[config.mk]
export PLATFORM = sky130hd
export DESIGN_NAME = gfw_queue
export DESIGN_NICKNAME = d
export VERILOG_FILES = /design/src/rtl/core/gfw_pkg.sv /design/src/rtl/core/gfw_queue.sv
export SDC_FILE = /design/constraint.sdc
export NUM_CORES = 1
export LEC_CHECK = 0
export BUFFER_PORTS_ARGS = -buffer_cell sky130_fd_sc_hd__buf_2
export CORE_MARGIN = 2
export CORE_UTILIZATION = 55
export DETAILED_ROUTE_END_ITERATION = 16
export PLACE_DENSITY_LB_ADDON = 0.25
export SLEW_MARGIN = 40
export SYNTH_ARGS = -nofsm -noshare
export SYNTH_HDL_FRONTEND = slang
export SYNTH_SLANG_ARGS = --single-unit
export TNS_END_PERCENT = 50
[constraint.sdc]
create_clock -name clk -period 7 [get_ports clk]
set_input_delay 0.7 -clock clk [delete_from_list [all_inputs] [get_ports clk]]
set_output_delay 0.7 -clock clk [all_outputs]
set_load 0.05 [all_outputs]
[src/rtl/core/gfw_pkg.sv]
// ----------------------------------------------------------------------------
// gfw_pkg: shared types and constants of the glyph to framebuffer writer
// Request and register codes, configuration view, queued item and pixel
// operation formats used between the front end, queue, sequencer and
// pixel pipeline.
// ----------------------------------------------------------------------------
package gfw_pkg;

  // Frame and glyph geometry
  localparam int unsigned MAX_DIM      = 4096;
  localparam int unsigned GLYPH_SIZE   = 8;
  localparam int unsigned GLYPH_W      = 3;
  localparam int unsigned GLYPH_PIXELS = GLYPH_SIZE * GLYPH_SIZE;
  localparam int unsigned GCNT_W       = 2 * GLYPH_W;

  // Field widths
  localparam int unsigned POS_W    = 12;
  localparam int unsigned COORD_W  = POS_W + GLYPH_W;
  localparam int unsigned DIM_W    = 13;
  localparam int unsigned BPP_W    = 3;
  localparam int unsigned LAYOUT_W = 9;
  localparam int unsigned OFS_W    = 26;
  localparam int unsigned PIX_W    = 32;
  localparam int unsigned COL_W    = 8;
  localparam int unsigned NUM_CH   = 3;
  localparam int unsigned CH_RED   = 0;
  localparam int unsigned CH_GREEN = 1;
  localparam int unsigned CH_BLUE  = 2;
  localparam int unsigned COL_FULL = 255;

  // Configuration port
  localparam int unsigned CFG_IDX_W  = 3;
  localparam int unsigned CFG_DATA_W = 13;

  // Item queue
  localparam int unsigned QUEUE_DEPTH = 4;
  localparam int unsigned QPTR_W      = 2;
  localparam int unsigned QCNT_W      = 3;

  typedef enum logic [CFG_IDX_W-1:0] {
    CFG_FRAME_WIDTH  = 3'd0,
    CFG_FRAME_HEIGHT = 3'd1,
    CFG_BYTES_PP     = 3'd2,
    CFG_RED_LAYOUT   = 3'd3,
    CFG_GREEN_LAYOUT = 3'd4,
    CFG_BLUE_LAYOUT  = 3'd5
  } cfg_idx_t;

  typedef enum logic [1:0] {
    REQ_WRITE  = 2'd0,
    REQ_GLYPH  = 2'd1,
    REQ_DECODE = 2'd2,
    REQ_NONE   = 2'd3
  } req_t;

  typedef enum logic {
    SEQ_IDLE,
    SEQ_GLYPH
  } seq_state_t;

  typedef struct packed {
    logic [DIM_W-1:0]                     frame_width;
    logic [DIM_W-1:0]                     frame_height;
    logic [BPP_W-1:0]                     bytes_per_pixel;
    logic [NUM_CH-1:0][LAYOUT_W-1:0]      layout;
  } cfg_t;

  typedef struct packed {
    req_t                           req;
    logic [POS_W-1:0]               pos_x;
    logic [POS_W-1:0]               pos_y;
    logic [GLYPH_PIXELS-1:0]        glyph_bits;
    logic [NUM_CH-1:0][COL_W-1:0]   fg;
    logic [NUM_CH-1:0][COL_W-1:0]   bg;
    logic [PIX_W-1:0]               raw;
  } item_t;

  typedef struct packed {
    logic full;
    logic empty;
  } q_stat_t;

  typedef struct packed {
    logic                           valid;
    logic                           decode;
    logic                           last;
    logic [COORD_W-1:0]             x;
    logic [COORD_W-1:0]             y;
    logic [NUM_CH-1:0][COL_W-1:0]   rgb;
    logic [PIX_W-1:0]               raw;
  } pix_op_t;

  // Expand one glyph bit into a pixel write: column mirrored within the cell
  function automatic pix_op_t glyph_op(input item_t it, input logic [GCNT_W-1:0] k);
    pix_op_t op;
    op        = '0;
    op.valid  = 1'b1;
    op.decode = 1'b0;
    op.last   = (k == GCNT_W'(GLYPH_PIXELS - 1));
    op.x      = {it.pos_x, ~k[GLYPH_W-1:0]};
    op.y      = {it.pos_y, k[GCNT_W-1:GLYPH_W]};
    op.rgb    = it.glyph_bits[k] ? it.fg : it.bg;
    op.raw    = '0;
    return op;
  endfunction

endpackage

[src/rtl/core/gfw_queue.sv]
// ----------------------------------------------------------------------------
// gfw_queue: item queue between intake and sequencer
// Small register FIFO; the head entry is always visible to the reader.
// ----------------------------------------------------------------------------
module gfw_queue (
  input  logic                 clk,
  input  logic                 rst_n,
  input  logic                 push,
  input  gfw_pkg::item_t       push_item,
  input  logic                 pop,
  output gfw_pkg::item_t       head,
  output gfw_pkg::q_stat_t     q_stat
);

  gfw_pkg::item_t                   mem_r [gfw_pkg::QUEUE_DEPTH];
  logic [gfw_pkg::QPTR_W-1:0]       wr_ptr_r, wr_ptr_nxt;
  logic [gfw_pkg::QPTR_W-1:0]       rd_ptr_r, rd_ptr_nxt;
  logic [gfw_pkg::QCNT_W-1:0]       cnt_r, cnt_nxt;

  // Advance pointers and count
  always_comb begin
    wr_ptr_nxt = push ? wr_ptr_r + 1'b1 : wr_ptr_r;
    rd_ptr_nxt = pop  ? rd_ptr_r + 1'b1 : rd_ptr_r;
    cnt_nxt    = cnt_r;
    if (push && !pop) begin
      cnt_nxt = cnt_r + 1'b1;
    end else if (!push && pop) begin
      cnt_nxt = cnt_r - 1'b1;
    end
  end

  always_ff @(posedge clk) begin
    if (!rst_n) begin
      wr_ptr_r <= '0;
      rd_ptr_r <= '0;
      cnt_r    <= '0;
    end else begin
      wr_ptr_r <= wr_ptr_nxt;
      rd_ptr_r <= rd_ptr_nxt;
      cnt_r    <= cnt_nxt;
    end
  end

  // Store item payload
  always_ff @(posedge clk) begin
    if (push) begin
      mem_r[wr_ptr_r] <= push_item;
    end
  end

  assign head         = mem_r[rd_ptr_r];
  assign q_stat.full  = (cnt_r == gfw_pkg::QCNT_W'(gfw_pkg::QUEUE_DEPTH));
  assign q_stat.empty = (cnt_r == '0);

endmodule

==> metrics.json, run 1 <==
{
  "place_congestion": {"value": 0.7330},
  "worstSkewPairLatency": {"value": 0.59, "unit": "ns"},
  "maxCapViolCount": {"value": 0},
  "antenna_violating_nets_post_route": {"value": 0},
  "timing.hold.ws": {"value": 0.3168, "unit": "ns"},
  "grt_max_degree": {"value": 128},
  "cts_sinks": {"value": 689},
  "htreeDepth": {"value": 3},
  "maxClockFrequency": {"value": 0.2983, "unit": "GHz"},
  "setup-tns-final": {"value": 0, "unit": "ns"},
  "synth.area.top_cells": {"value": "sky130_fd_sc_hd__edfxtp_1 82%, sky130_fd_sc_hd__mux4_2 15%, sky130_fd_sc_hd__dfxtp_1 0.72%"},
  "min-delay-start": {"value": "push_item[32]"},
  "timing.critical_path.from_type": {"value": "flip-flop"},
  "p_total": {"value": 0.009578, "unit": "W"},
  "total_leakage_power": {"value": 9.896, "unit": "nW"},
  "design.die.area": {"value": 47080, "unit": "um2"},
  "hold_viol_final": {"value": 0},
  "placementRows": {"value": 78},
  "chipWidth": {"value": 217.0, "unit": "um"},
  "detail_route.first_pass.iterations": {"value": 4},
  "cts_made_buffers": {"value": 68},
  "timing_max_transition_violations_final": {"value": 0},
  "core-area": {"value": 45090, "unit": "um2"},
  "routed_wl": {"value": 47.12, "unit": "mm"},
  "skew": {"value": 0.01557, "unit": "ns"},
  "xor_and_xnor_area_share_after_synthesis": {"value": 0.1755, "unit": "%"},
  "yosysTopAreaCellShare": {"value": 81.84, "unit": "%"},
  "detailedPlacementHpwl": {"value": 27.29, "unit": "mm"},
  "setup-violations-final": {"value": 0},
  "syn-mean-instance-area": {"value": 26.80, "unit": "um2"},
  "pin_count": {"value": 346},
  "post_cts_hold_buffer_count": {"value": 0},
  "clkSlewWorstSetupHoldPaths": {"value": 0.06, "unit": "ns"},
  "critical_path.endpoint_type": {"value": "output port"},
  "layout_cells_sized_above_1": {"value": 45.60, "unit": "%"},
  "path_class": {"value": "reg2out"},
  "total_of_fill_cells_in_the_finished_design": {"value": 2990},
  "power.density": {"value": 323.7, "unit": "nW/um2"},
  "ff2ff_setup_slack": {"value": 4.55, "unit": "ns"},
  "critical_path_arrival": {"value": 2.65, "unit": "ns"},
  "synth-seq-area-share": {"value": 82.56, "unit": "%"},
  "tritoncts": {"value": "built"},
  "ys.warnings.count": {"value": 0},
  "antenna_found_initial": {"value": 15},
  "netlist_instances": {"value": 931},
  "main_combinational_cell_family_by_area_after_synthesis": {"value": "multiplexers"},
  "drcViolationCount": {"value": 0},
  "worstPathRequired": {"value": 6.30, "unit": "ns"},
  "fin_nets": {"value": 1503},
  "initial_standard_cell_utilization_of_the_core": {"value": 55.34, "unit": "%"},
  "final.period_utilization": {"value": 47.90, "unit": "%"},
  "gr-total-overflow": {"value": 0},
  "hold_path.class": {"value": "in2reg"},
  "worstMarginPinSlew": {"value": 0.9936, "unit": "ns"},
  "avgViaCountPerCell": {"value": 5.631},
  "clock_tree.buffer_depth": {"value": 3},
  "min_period": {"value": 3.353, "unit": "ns"},
  "yosysTopAreaCell": {"value": "sky130_fd_sc_hd__edfxtp_1"},
  "synth-compound-area-share": {"value": 0.05015, "unit": "%"},
  "finalCoreUtilization": {"value": 65.62, "unit": "%"},
  "cts.repair.resized": {"value": 0},
  "first_pass_grt_wire_length": {"value": 70.27, "unit": "mm"},
  "dr_total_vias": {"value": 11160},
  "wl_per_cell": {"value": 23.79, "unit": "um"},
  "area_growth": {"value": 18.59, "unit": "%"},
  "post_cts.repair.setup_buffers": {"value": 0},
  "drt-initial-drc-count": {"value": 828},
  "slew_headroom": {"value": 33.76, "unit": "%"},
  "synth-simple-area-share": {"value": 0.3661, "unit": "%"},
  "first_global_vias": {"value": 11670},
  "mappedNetlistArea": {"value": 24950, "unit": "um2"},
  "synth_seq_cells": {"value": 689},
  "chipHeight": {"value": 217.0, "unit": "um"},
  "place.port_buffers": {"value": 345},
  "outcome": {"value": "complete, no violations"},
  "yosys.cell_types.count": {"value": 20},
  "track_usage": {"value": 20.35, "unit": "%"},
  "path_max_fanout": {"value": 48},
  "ir_drop": {"value": 0.0002645, "unit": "V"},
  "yosys-mux-area-fraction": {"value": 15.43, "unit": "%"},
  "rsz_0062_raised_after_global_routing": {"value": "false"},
  "clockRootBuffer": {"value": "sky130_fd_sc_hd__clkbuf_16"},
  "postSynthNetCount": {"value": 1111},
  "r2r_startpoint": {"value": "wr_ptr_r[0]"},
  "post_synth_fa_ha_maj_area_fraction": {"value": 0.3310, "unit": "%"}
}
==> critical path: stages, from the launching register on <==
cell and delay, ns:
sky130_fd_sc_hd__dfxtp_4 0.65, sky130_fd_sc_hd__buf_4 0.65, sky130_fd_sc_hd__mux4_2 0.45, sky130_fd_sc_hd__buf_2 0.24
==> where the power goes <==
group          total [W]  switching, W  internal, W
clock network    0.00345       0.00142      0.00203
registers        0.00480     0.0000542      0.00474
logic            0.00133      0.000937     0.000389
==> worst paths after layout <==
| check | end | cells after the start |
|---|---|---|
| worst max-delay path | head[117] | 3 |
| worst min-delay path | mem_r[1][32] | 1 |
| worst max register to register | mem_r[3][75] | 3 |
| worst min register to register | cnt_r[2] | 2 |
==> flip-flops by register name, indices dropped and copies added (netlist names), named ones only <==
name      cells
rd_ptr_r      2
mem_r       680
wr_ptr_r      2
cnt_r         3
==> logic make-up (layout without fill, tap and decap cells) <==
| logic type | count (synthesis) | in the layout |
|---|---|---|
| flip-flops | 689 | 689 |
| multiplexers | 172 | 172 |
| buffers and inverters | 42 | 486 |
| AND/OR/NAND/NOR | 15 | 15 |
| adder cells (fa/ha/maj) | 6 | 6 |
| XOR/XNOR | 5 | 5 |
| AO/OA/AOI/OAI | 2 | 2 |
| other | 0 | 6 |
==> Yosys cell counts <==
master / n
sky130_fd_sc_hd__a21boi_0: 1
sky130_fd_sc_hd__and2_1: 9
sky130_fd_sc_hd__buf_2: 19
sky130_fd_sc_hd__buf_6: 12
sky130_fd_sc_hd__clkbuf_1: 7
sky130_fd_sc_hd__dfxtp_1: 9
sky130_fd_sc_hd__edfxtp_1: 680
sky130_fd_sc_hd__fa_1: 1
sky130_fd_sc_hd__ha_1: 5
sky130_fd_sc_hd__inv_1: 4
sky130_fd_sc_hd__mux2i_1: 2
sky130_fd_sc_hd__mux4_2: 170
sky130_fd_sc_hd__nand2_1: 1
sky130_fd_sc_hd__nor2b_1: 2
sky130_fd_sc_hd__nor3_1: 1
sky130_fd_sc_hd__nor3b_1: 1
sky130_fd_sc_hd__o21ai_0: 1
sky130_fd_sc_hd__or3_1: 1
sky130_fd_sc_hd__xnor2_1: 2
sky130_fd_sc_hd__xor2_1: 3
==> per-layer routing <==
layer / wire length (um) / GRT usage (%) / part of all wire (%) / vias up
met3: 4364 / 7.393 / 9.3 / 92
li1: - / - / - / 4837
met1: 18640 / 27.12 / 40 / 5860
met5: 100 / 0 / 0.21 / -
met4: 1116 / 7.100 / 2.4 / 18
met2: 22900 / 31.51 / 49 / 348
==> cell usage in the layout, fill, tap and decap left out, types with 3 or more instances in the layout <==
cell type and instances:
sky130_fd_sc_hd__inv_1 4, sky130_fd_sc_hd__buf_4 3, sky130_fd_sc_hd__and2_1 5, sky130_fd_sc_hd__clkinvlp_4 4
sky130_fd_sc_hd__edfxtp_1 680, sky130_fd_sc_hd__and2_4 4, sky130_fd_sc_hd__bufinv_16 5, sky130_fd_sc_hd__clkinv_2 10
sky130_fd_sc_hd__diode_2 6, sky130_fd_sc_hd__clkbuf_1 11, sky130_fd_sc_hd__ha_1 5, sky130_fd_sc_hd__xor2_1 3
sky130_fd_sc_hd__clkbuf_16 71, sky130_fd_sc_hd__mux4_2 170, sky130_fd_sc_hd__buf_2 345, sky130_fd_sc_hd__dfxtp_1 7
sky130_fd_sc_hd__buf_12 9, sky130_fd_sc_hd__clkinv_1 20
==> layout make-up <==
| class | instances | area (um2) | share of cell area, % |
|---|---|---|---|
| Antenna cell | 6 | 15.01 | 0.05074 |
| Clock inverter | 40 | 314.1 | 1.061 |
| Inverter | 4 | 15.01 | 0.05074 |
| Multi-Input combinational cell | 200 | 4089 | 13.82 |
| Timing Repair Buffer | 360 | 1979 | 6.690 |
| Tap cell | 600 | 750.7 | 2.537 |
| Clock buffer | 82 | 1818 | 6.144 |
| Sequential cell | 689 | 20610 | 69.65 |
==> stage by stage <==
step / worst slack [ns] / cell area [um2] / std cells
3_3_place_gp: 3.739 / 27330 / 1848
5_1_grt: 3.546 / 29580 / 1977
3_5_place_dp: 4.089 / 27390 / 1851
4_1_cts: 3.582 / 29520 / 1973
2_1_floorplan: 1.881 / 24950 / 931
6_report: 3.647 / 29590 / 1981
No activity file was read; power rests on OpenSTA's default activity.
==> inputs of run 2 (changes only) <==
CORE_UTILIZATION = 51   (was 55)
clock period = 3 ns   (was 7 ns; I/O delays follow)
==> metrics.json, run 2 (same netlist as run 1, synthesis figures left out) <==
{
  "dr_total_vias": {"value": 11770, "change": "+5.5%"},
  "place_congestion": {"value": 0.7357, "change": "+0.37%"},
  "final.period_utilization": {"value": 87.34, "unit": "%"},
  "timing.critical_path.from_type": {"value": "flip-flop"},
  "post_cts.repair.setup_buffers": {"value": 0, "change": "unchanged"},
  "routed_wl": {"value": 48.67, "unit": "mm", "change": "+3.3%"},
  "worstPathRequired": {"value": 2.70, "unit": "ns", "change": "-3.60 ns"},
  "wl_per_cell": {"value": 22.37, "unit": "um", "change": "-6.0%"},
  "timing.hold.ws": {"value": 0.04674, "unit": "ns", "change": "-0.2700 ns"},
  "tritoncts": {"value": "built"},
  "timing.critical_path.cells": {"value": "buf_12, mux4_2, buf_2"},
  "final_cell_mix": {"value": "680 x sky130_fd_sc_hd__edfxtp_1, 345 x sky130_fd_sc_hd__buf_2, 170 x sky130_fd_sc_hd__mux4_2, 170 x sky130_fd_sc_hd__dlygate4sd3_1, 71 x sky130_fd_sc_hd__clkbuf_16"},
  "drcViolationCount": {"value": 0, "change": "unchanged"},
  "drt-initial-drc-count": {"value": 636, "change": "-23%"},
  "grt_max_degree": {"value": 122, "change": "-4.7%"},
  "min-delay-start": {"value": "rst_n"},
  "worstSkewPairLatency": {"value": 0.58, "unit": "ns", "change": "about the same"},
  "power.density": {"value": 733.7, "unit": "nW/um2", "change": "+130%"},
  "clockRootBuffer": {"value": "sky130_fd_sc_hd__clkbuf_16"},
  "maxCapViolCount": {"value": 0, "change": "unchanged"},
  "gr-total-overflow": {"value": 0, "change": "unchanged"},
  "post_cts_hold_buffer_count": {"value": 170, "change": "+170"},
  "r2r_startpoint": {"value": "wr_ptr_r[1]"},
  "dp.cells": {"value": 1881, "change": "+1.6%"},
  "max_flop_register": {"value": "mem_r"},
  "critical_path_arrival": {"value": 2.32, "unit": "ns", "change": "-0.33 ns"},
  "p_clk_share": {"value": 37.4, "unit": "%", "change": "+1.3 points"},
  "initial_standard_cell_utilization_of_the_core": {"value": 51.29, "unit": "%", "change": "-4.0 points"},
  "seq_power_share": {"value": 48.3, "unit": "%", "change": "-1.8 points"},
  "avgViaCountPerCell": {"value": 5.407, "change": "-4.0%"},
  "power_switching": {"value": 0.005703, "unit": "W", "change": "+140%"},
  "max_stage_delay": {"value": 0.57, "unit": "ns", "change": "-0.08 ns"},
  "crit_slowest_cell": {"value": "sky130_fd_sc_hd__mux4_2"},
  "fin_nets": {"value": 1680, "change": "+12%"},
  "detail_route.first_pass.iterations": {"value": 4, "change": "unchanged"},
  "design.die.area": {"value": 50710, "unit": "um2", "change": "+7.7%"},
  "cts.repair.resized": {"value": 0, "change": "unchanged"},
  "place.port_buffers": {"value": 345, "change": "unchanged"},
  "area_growth": {"value": 26.33, "unit": "%"},
  "antenna_violating_nets_post_route": {"value": 0, "change": "unchanged"},
  "min_delay_worst_endpoint": {"value": "cnt_r[0]"},
  "setup-tns-final": {"value": 0, "unit": "ns", "change": "unchanged"},
  "pint": {"value": 0.01742, "unit": "W", "change": "+140%"},
  "clock_tree.buffer_depth": {"value": 3, "change": "unchanged"},
  "maxClockFrequency": {"value": 0.3817, "unit": "GHz"},
  "cts_sinks": {"value": 689, "change": "unchanged"},
  "chipHeight": {"value": 225.2, "unit": "um", "change": "+3.8%"},
  "p_total": {"value": 0.02313, "unit": "W", "change": "+140%"},
  "slew_headroom": {"value": 45.97, "unit": "%", "change": "+12 points"},
  "hold_viol_final": {"value": 0, "change": "unchanged"},
  "total_leakage_power": {"value": 10.72, "unit": "nW", "change": "+8.3%"},
  "power_frac_comb": {"value": 14.3, "unit": "%", "change": "+0.5 points"},
  "path_class": {"value": "reg2out"},
  "pre_cts_ws": {"value": 0.9564, "unit": "ns", "change": "-3.133 ns"},
  "first_global_vias": {"value": 12780, "change": "+9.5%"},
  "hold_path.class": {"value": "in2reg"},
  "critical_path.endpoint_type": {"value": "output port"},
  "detailedPlacementHpwl": {"value": 27.69, "unit": "mm", "change": "+1.5%"},
  "placementRows": {"value": 81, "change": "+3.8%"},
  "rsz_0062_raised_after_global_routing": {"value": "false"},
  "htreeDepth": {"value": 3, "change": "unchanged"},
  "path_max_fanout": {"value": 49, "change": "+2.1%"},
  "top_regs": {"value": "mem_r: 680 flops, cnt_r: 3 flops"},
  "mostFrequentLayoutCell": {"value": "sky130_fd_sc_hd__edfxtp_1"},
  "worstMarginPinSlew": {"value": 0.8105, "unit": "ns", "change": "-0.1831 ns"},
  "min_path_cells": {"value": 2, "change": "+1"},
  "setup-violations-final": {"value": 0, "change": "unchanged"},
  "core-area": {"value": 48650, "unit": "um2", "change": "+7.9%"},
  "reg2regPathDepth": {"value": 4, "change": "+1"},
  "first_pass_grt_wire_length": {"value": 73.37, "unit": "mm", "change": "+4.4%"},
  "clkSlewWorstSetupHoldPaths": {"value": 0.06, "unit": "ns", "change": "about the same"},
  "setup_slack": {"value": 0.3799, "unit": "ns", "change": "-3.267 ns"},
  "layout.cells.non_filler": {"value": 2176, "change": "+9.8%"},
  "critical_path_buf_inv_count": {"value": 2, "change": "unchanged"},
  "layout_cells_sized_above_1": {"value": 40.99, "unit": "%", "change": "-4.6 points"},
  "worst_path_top_cell_family_by_delay": {"value": "buffers and inverters"},
  "min_period": {"value": 2.620, "unit": "ns"},
  "ff2ff_setup_slack": {"value": 1.23, "unit": "ns", "change": "-3.32 ns"},
  "ir_drop": {"value": 0.0006133, "unit": "V", "change": "+130%"},
  "switching_share": {"value": 24.66, "unit": "%", "change": "-0.56 points"},
  "worst_r2r_endpoint": {"value": "mem_r[1][57]"},
  "outcome": {"value": "complete, no violations"},
  "cts_made_buffers": {"value": 69, "change": "+1.5%"},
  "timing_max_transition_violations_final": {"value": 0, "change": "unchanged"},
  "max_reg_flops": {"value": 680, "change": "unchanged"},
  "antenna_found_initial": {"value": 8, "change": "-7"},
  "track_usage": {"value": 19.44, "unit": "%", "change": "-0.91 points"},
  "skew": {"value": 0.01095, "unit": "ns", "change": "-0.004613 ns"},
  "pin_count": {"value": 346, "change": "unchanged"},
  "chipWidth": {"value": 225.2, "unit": "um", "change": "+3.8%"}
}
## run 2: changes by cell type in the layout (fill, tap and decap cells not counted), sizes merged
cell | previous run | this run
bufinv | 5 | 11
diode | 6 | 5
dlygate4sd3 | 0 | 170
clkbuf | 82 | 87
buf | 360 | 366
clkinvlp | 4 | 1
clkinv | 30 | 20
## run 2: worst max-delay path by stage
stage,startpoint,to,slack (ns),cells after the start
floorplan,wr_ptr_r[0],mem_r[1][0],-0.05,2
global placement,flip-flop,head[60],0.98,3
detailed placement,flip-flop,head[60],0.96,3
CTS,flip-flop,head[33],0.32,3
global route,flip-flop,head[33],0.27,3
finish,flip-flop,head[33],0.38,3
## run 2: power by group through the flow
| stage | Sequential, W | Clock [W] | Combinational (W) |
|---|---|---|---|
| final | 0.0112 | 0.00864 | 0.00332 |
| after global routing | 0.0112 | 0.00921 | 0.00349 |
| after CTS | 0.0112 | 0.00886 | 0.00336 |
| after detailed placement | 0.0114 | 0 | 0.00317 |
| after global placement | 0.0114 | 0 | 0.00315 |
| after floorplan | 0.0114 | 0 | 0.00233 |
## run 2: layer usage
| layer | global-route usage [%] | up-vias | wire length [um] |
|---|---|---|---|
| met5 | 0 | - | 33 |
| met4 | 5.725 | 6 | 898 |
| met3 | 5.776 | 69 | 3529 |
| met2 | 32.00 | 333 | 24160 |
| met1 | 25.36 | 6159 | 20050 |
| li1 | - | 5199 | - |
## run 2: cell type report
| class | count | area, um2 |
|---|---|---|
| multi-input cells | 200 | 4089 |
| clock inverters | 33 | 435.4 |
| clock buffers | 87 | 1847 |
| well taps | 622 | 778.2 |
| diodes | 5 | 12.51 |
| inverters | 4 | 15.01 |
| repair buffers | 536 | 3736 |
| fillers | 3189 | 17130 |
| flip-flops and latches | 689 | 20610 |
## run 2: metrics by stage
step | instance area (um2) | utilization, %
5_1_grt | 31520 | 64.79
3_5_place_dp | 27520 | 56.58
6_report | 31520 | 64.79
4_1_cts | 31510 | 64.77
2_1_floorplan | 24960 | -
3_3_place_gp | 27520 | 56.58
==> inputs of run 3 (changes only) <==
CORE_UTILIZATION = 45   (was 51)
==> metrics.json, run 3 (same netlist as run 1, synthesis figures left out) <==
{
  "cts_made_buffers": {"value": 71, "change": "+2.9%"},
  "skew": {"value": 0.01820, "unit": "ns", "change": "+0.007248 ns"},
  "clkSlewWorstSetupHoldPaths": {"value": 0.06, "unit": "ns", "change": "about the same"},
  "mostFrequentLayoutCell": {"value": "sky130_fd_sc_hd__edfxtp_1"},
  "chipWidth": {"value": 239.5, "unit": "um", "change": "+6.3%"},
  "pin_count": {"value": 346, "change": "unchanged"},
  "total_leakage_power": {"value": 10.80, "unit": "nW", "change": "+0.78%"},
  "dp.cells": {"value": 2012, "change": "+7.0%"},
  "max_reg_flops": {"value": 680, "change": "unchanged"},
  "cts_sinks": {"value": 689, "change": "unchanged"},
  "track_usage": {"value": 17.65, "unit": "%", "change": "-1.8 points"},
  "avgViaCountPerCell": {"value": 5.071, "change": "-6.2%"},
  "antenna_violating_nets_post_route": {"value": 0, "change": "unchanged"},
  "chipHeight": {"value": 239.5, "unit": "um", "change": "+6.3%"},
  "hold_viol_final": {"value": 0, "change": "unchanged"},
  "setup-violations-final": {"value": 0, "change": "unchanged"},
  "area_growth": {"value": 27.67, "unit": "%"},
  "max_stage_delay": {"value": 0.61, "unit": "ns", "change": "+0.04 ns"},
  "postPlaceCellArea": {"value": 27780, "unit": "um2", "change": "+0.94%"},
  "grt_max_degree": {"value": 106, "change": "-13%"},
  "worst_path_top_cell_family_by_delay": {"value": "buffers and inverters"},
  "slew_headroom": {"value": 53.93, "unit": "%", "change": "+8.0 points"},
  "maxClockFrequency": {"value": 0.3739, "unit": "GHz", "change": "-2.0%"},
  "rsz_0062_raised_after_global_routing": {"value": "false"},
  "worstSkewPairLatency": {"value": 0.59, "unit": "ns", "change": "about the same"},
  "place_congestion": {"value": 0.7098, "change": "-3.5%"},
  "antenna_found_initial": {"value": 6, "change": "-2"},
  "outcome": {"value": "complete, no violations"},
  "tritoncts": {"value": "built"},
  "first_pass_grt_wire_length": {"value": 75.56, "unit": "mm", "change": "+3.0%"},
  "drt-initial-drc-count": {"value": 708, "change": "+11%"},
  "htreeDepth": {"value": 3, "change": "unchanged"},
  "worstPathRequired": {"value": 2.70, "unit": "ns", "change": "about the same"},
  "min_period": {"value": 2.675, "unit": "ns", "change": "+0.05456 ns"},
  "top_regs": {"value": "mem_r: 680 flops, cnt_r: 3 flops"},
  "initial_standard_cell_utilization_of_the_core": {"value": 45.38, "unit": "%", "change": "-5.9 points"},
  "crit_slowest_cell": {"value": "sky130_fd_sc_hd__mux4_2"},
  "max_flop_register": {"value": "mem_r"},
  "routed_wl": {"value": 49.85, "unit": "mm", "change": "+2.4%"},
  "post-route-cell-area": {"value": 31850, "unit": "um2", "change": "+1.1%"},
  "critical_path.endpoint_type": {"value": "output port"},
  "dr_total_vias": {"value": 11720, "change": "-0.39%"},
  "final_cell_mix": {"value": "680 x sky130_fd_sc_hd__edfxtp_1, 345 x sky130_fd_sc_hd__buf_2, 171 x sky130_fd_sc_hd__dlygate4sd3_1, 170 x sky130_fd_sc_hd__mux4_2, 73 x sky130_fd_sc_hd__clkbuf_16"},
  "timing.critical_path.from_type": {"value": "flip-flop"},
  "path_class": {"value": "reg2out"},
  "path_max_fanout": {"value": 64, "change": "+31%"},
  "p_total": {"value": 0.02332, "unit": "W", "change": "+0.83%"},
  "worstMarginPinSlew": {"value": 0.6911, "unit": "ns", "change": "-0.1194 ns"},
  "core-area": {"value": 54990, "unit": "um2", "change": "+13%"},
  "maxCapViolCount": {"value": 0, "change": "unchanged"},
  "wl_per_cell": {"value": 21.57, "unit": "um", "change": "-3.6%"},
  "post_cts.repair.setup_buffers": {"value": 0, "change": "unchanged"},
  "detailedPlacementHpwl": {"value": 28.45, "unit": "mm", "change": "+2.8%"},
  "layout_cells_sized_above_1": {"value": 41.79, "unit": "%", "change": "+0.80 points"},
  "place.port_buffers": {"value": 345, "change": "unchanged"},
  "first_global_vias": {"value": 12920, "change": "+1.1%"},
  "hold_path.class": {"value": "in2reg"},
  "power.density": {"value": 732.0, "unit": "nW/um2", "change": "-0.23%"},
  "placementRows": {"value": 86, "change": "+6.2%"},
  "ir_drop": {"value": 0.0005719, "unit": "V", "change": "-6.8%"},
  "clockRootBuffer": {"value": "sky130_fd_sc_hd__clkbuf_16"},
  "detail_route.first_pass.iterations": {"value": 5, "change": "+1"},
  "gr-total-overflow": {"value": 0, "change": "unchanged"},
  "critical_path_arrival": {"value": 2.37, "unit": "ns", "change": "+0.05 ns"},
  "fin_nets": {"value": 1688, "change": "+0.48%"},
  "timing_max_transition_violations_final": {"value": 0, "change": "unchanged"},
  "layout.cells.non_filler": {"value": 2311, "change": "+6.2%"},
  "cts.repair.resized": {"value": 0, "change": "unchanged"},
  "design.die.area": {"value": 57340, "unit": "um2", "change": "+13%"},
  "multi_input_gate_area_in_the_final_layout": {"value": 4089, "unit": "um2", "change": "unchanged"},
  "clock_tree.buffer_depth": {"value": 3, "change": "unchanged"},
  "final-seq-area": {"value": 20610, "unit": "um2", "change": "unchanged"},
  "total_of_fill_cells_in_the_finished_design": {"value": 3983, "change": "+25%"},
  "final.period_utilization": {"value": 89.16, "unit": "%", "change": "+1.8 points"},
  "timing.critical_path.cells": {"value": "buf_12, mux4_2, buf_2"},
  "critical_path_buf_inv_count": {"value": 2, "change": "unchanged"},
  "drcViolationCount": {"value": 0, "change": "unchanged"}
}
[run 3: final timing paths]
kind,startpoint,endpoint,slack [ns],cells past startpoint
worst max-delay path,flip-flop,head[123],0.33,3
worst min-delay path,pop,rd_ptr_r[0],0.09,3
worst max register to register,wr_ptr_r[0],mem_r[3][41],1.11,3
worst min register to register,cnt_r[2],cnt_r[2],0.51,2
[run 3: final cells by class]
class                   count  share of cell area, %
diodes                      3                0.02357
clock buffers              82                  5.841
clock inverters            43                  1.548
inverters                   4                0.04713
multi-input cells         200                  12.84
flip-flops and latches    689                  64.69
well taps                 748                  2.938
repair buffers            542                  12.07
[run 3: worst register-to-register path, cell delays in order (launching register included)]
cell and delay [ns]:
sky130_fd_sc_hd__dfxtp_1 0.39, sky130_fd_sc_hd__ha_1 0.17, sky130_fd_sc_hd__and2_4 0.55, sky130_fd_sc_hd__buf_4 0.43
[run 3: metrics by stage]
stage / worst slack, ns / setup TNS [ns] / utilization [%] / hold slack, ns
after floorplan: -0.04802 / -16.33 / - / 0.3989
after global placement: 0.9032 / 0 / 50.53 / 0.4880
after detailed placement: 0.8912 / 0 / 50.53 / 0.5065
after CTS: 0.2342 / 0 / 57.92 / 0.05335
after global routing: 0.1714 / 0 / 57.93 / 0.09316
final: 0.3253 / 0 / 57.93 / 0.08912
[run 3: what timing repair did]
| item | CTS | global route |
|---|---|---|
| endpoints found under the setup margin | 0 | 0 |
| hold endpoints to repair | 685 | 0 |
| hold buffers | 171 | 0 |
[run 3: report_power, final]
group | switching (W) | internal, W | leakage [nW] | total, W
clock | 0.00351 | 0.00532 | 1.15 | 0.00883
combinational | 0.00224 | 0.00107 | 3.33 | 0.00331
sequential | 0.000116 | 0.0111 | 6.32 | 0.0112
[run 3: metal layers]
metal	GRT usage [%]	up-vias	wire length, um
met1	22.46	6081	20250
li1	-	5210	-
met4	5.436	6	916
met3	5.670	69	3959
met5	0	-	42
met2	29.07	354	24690
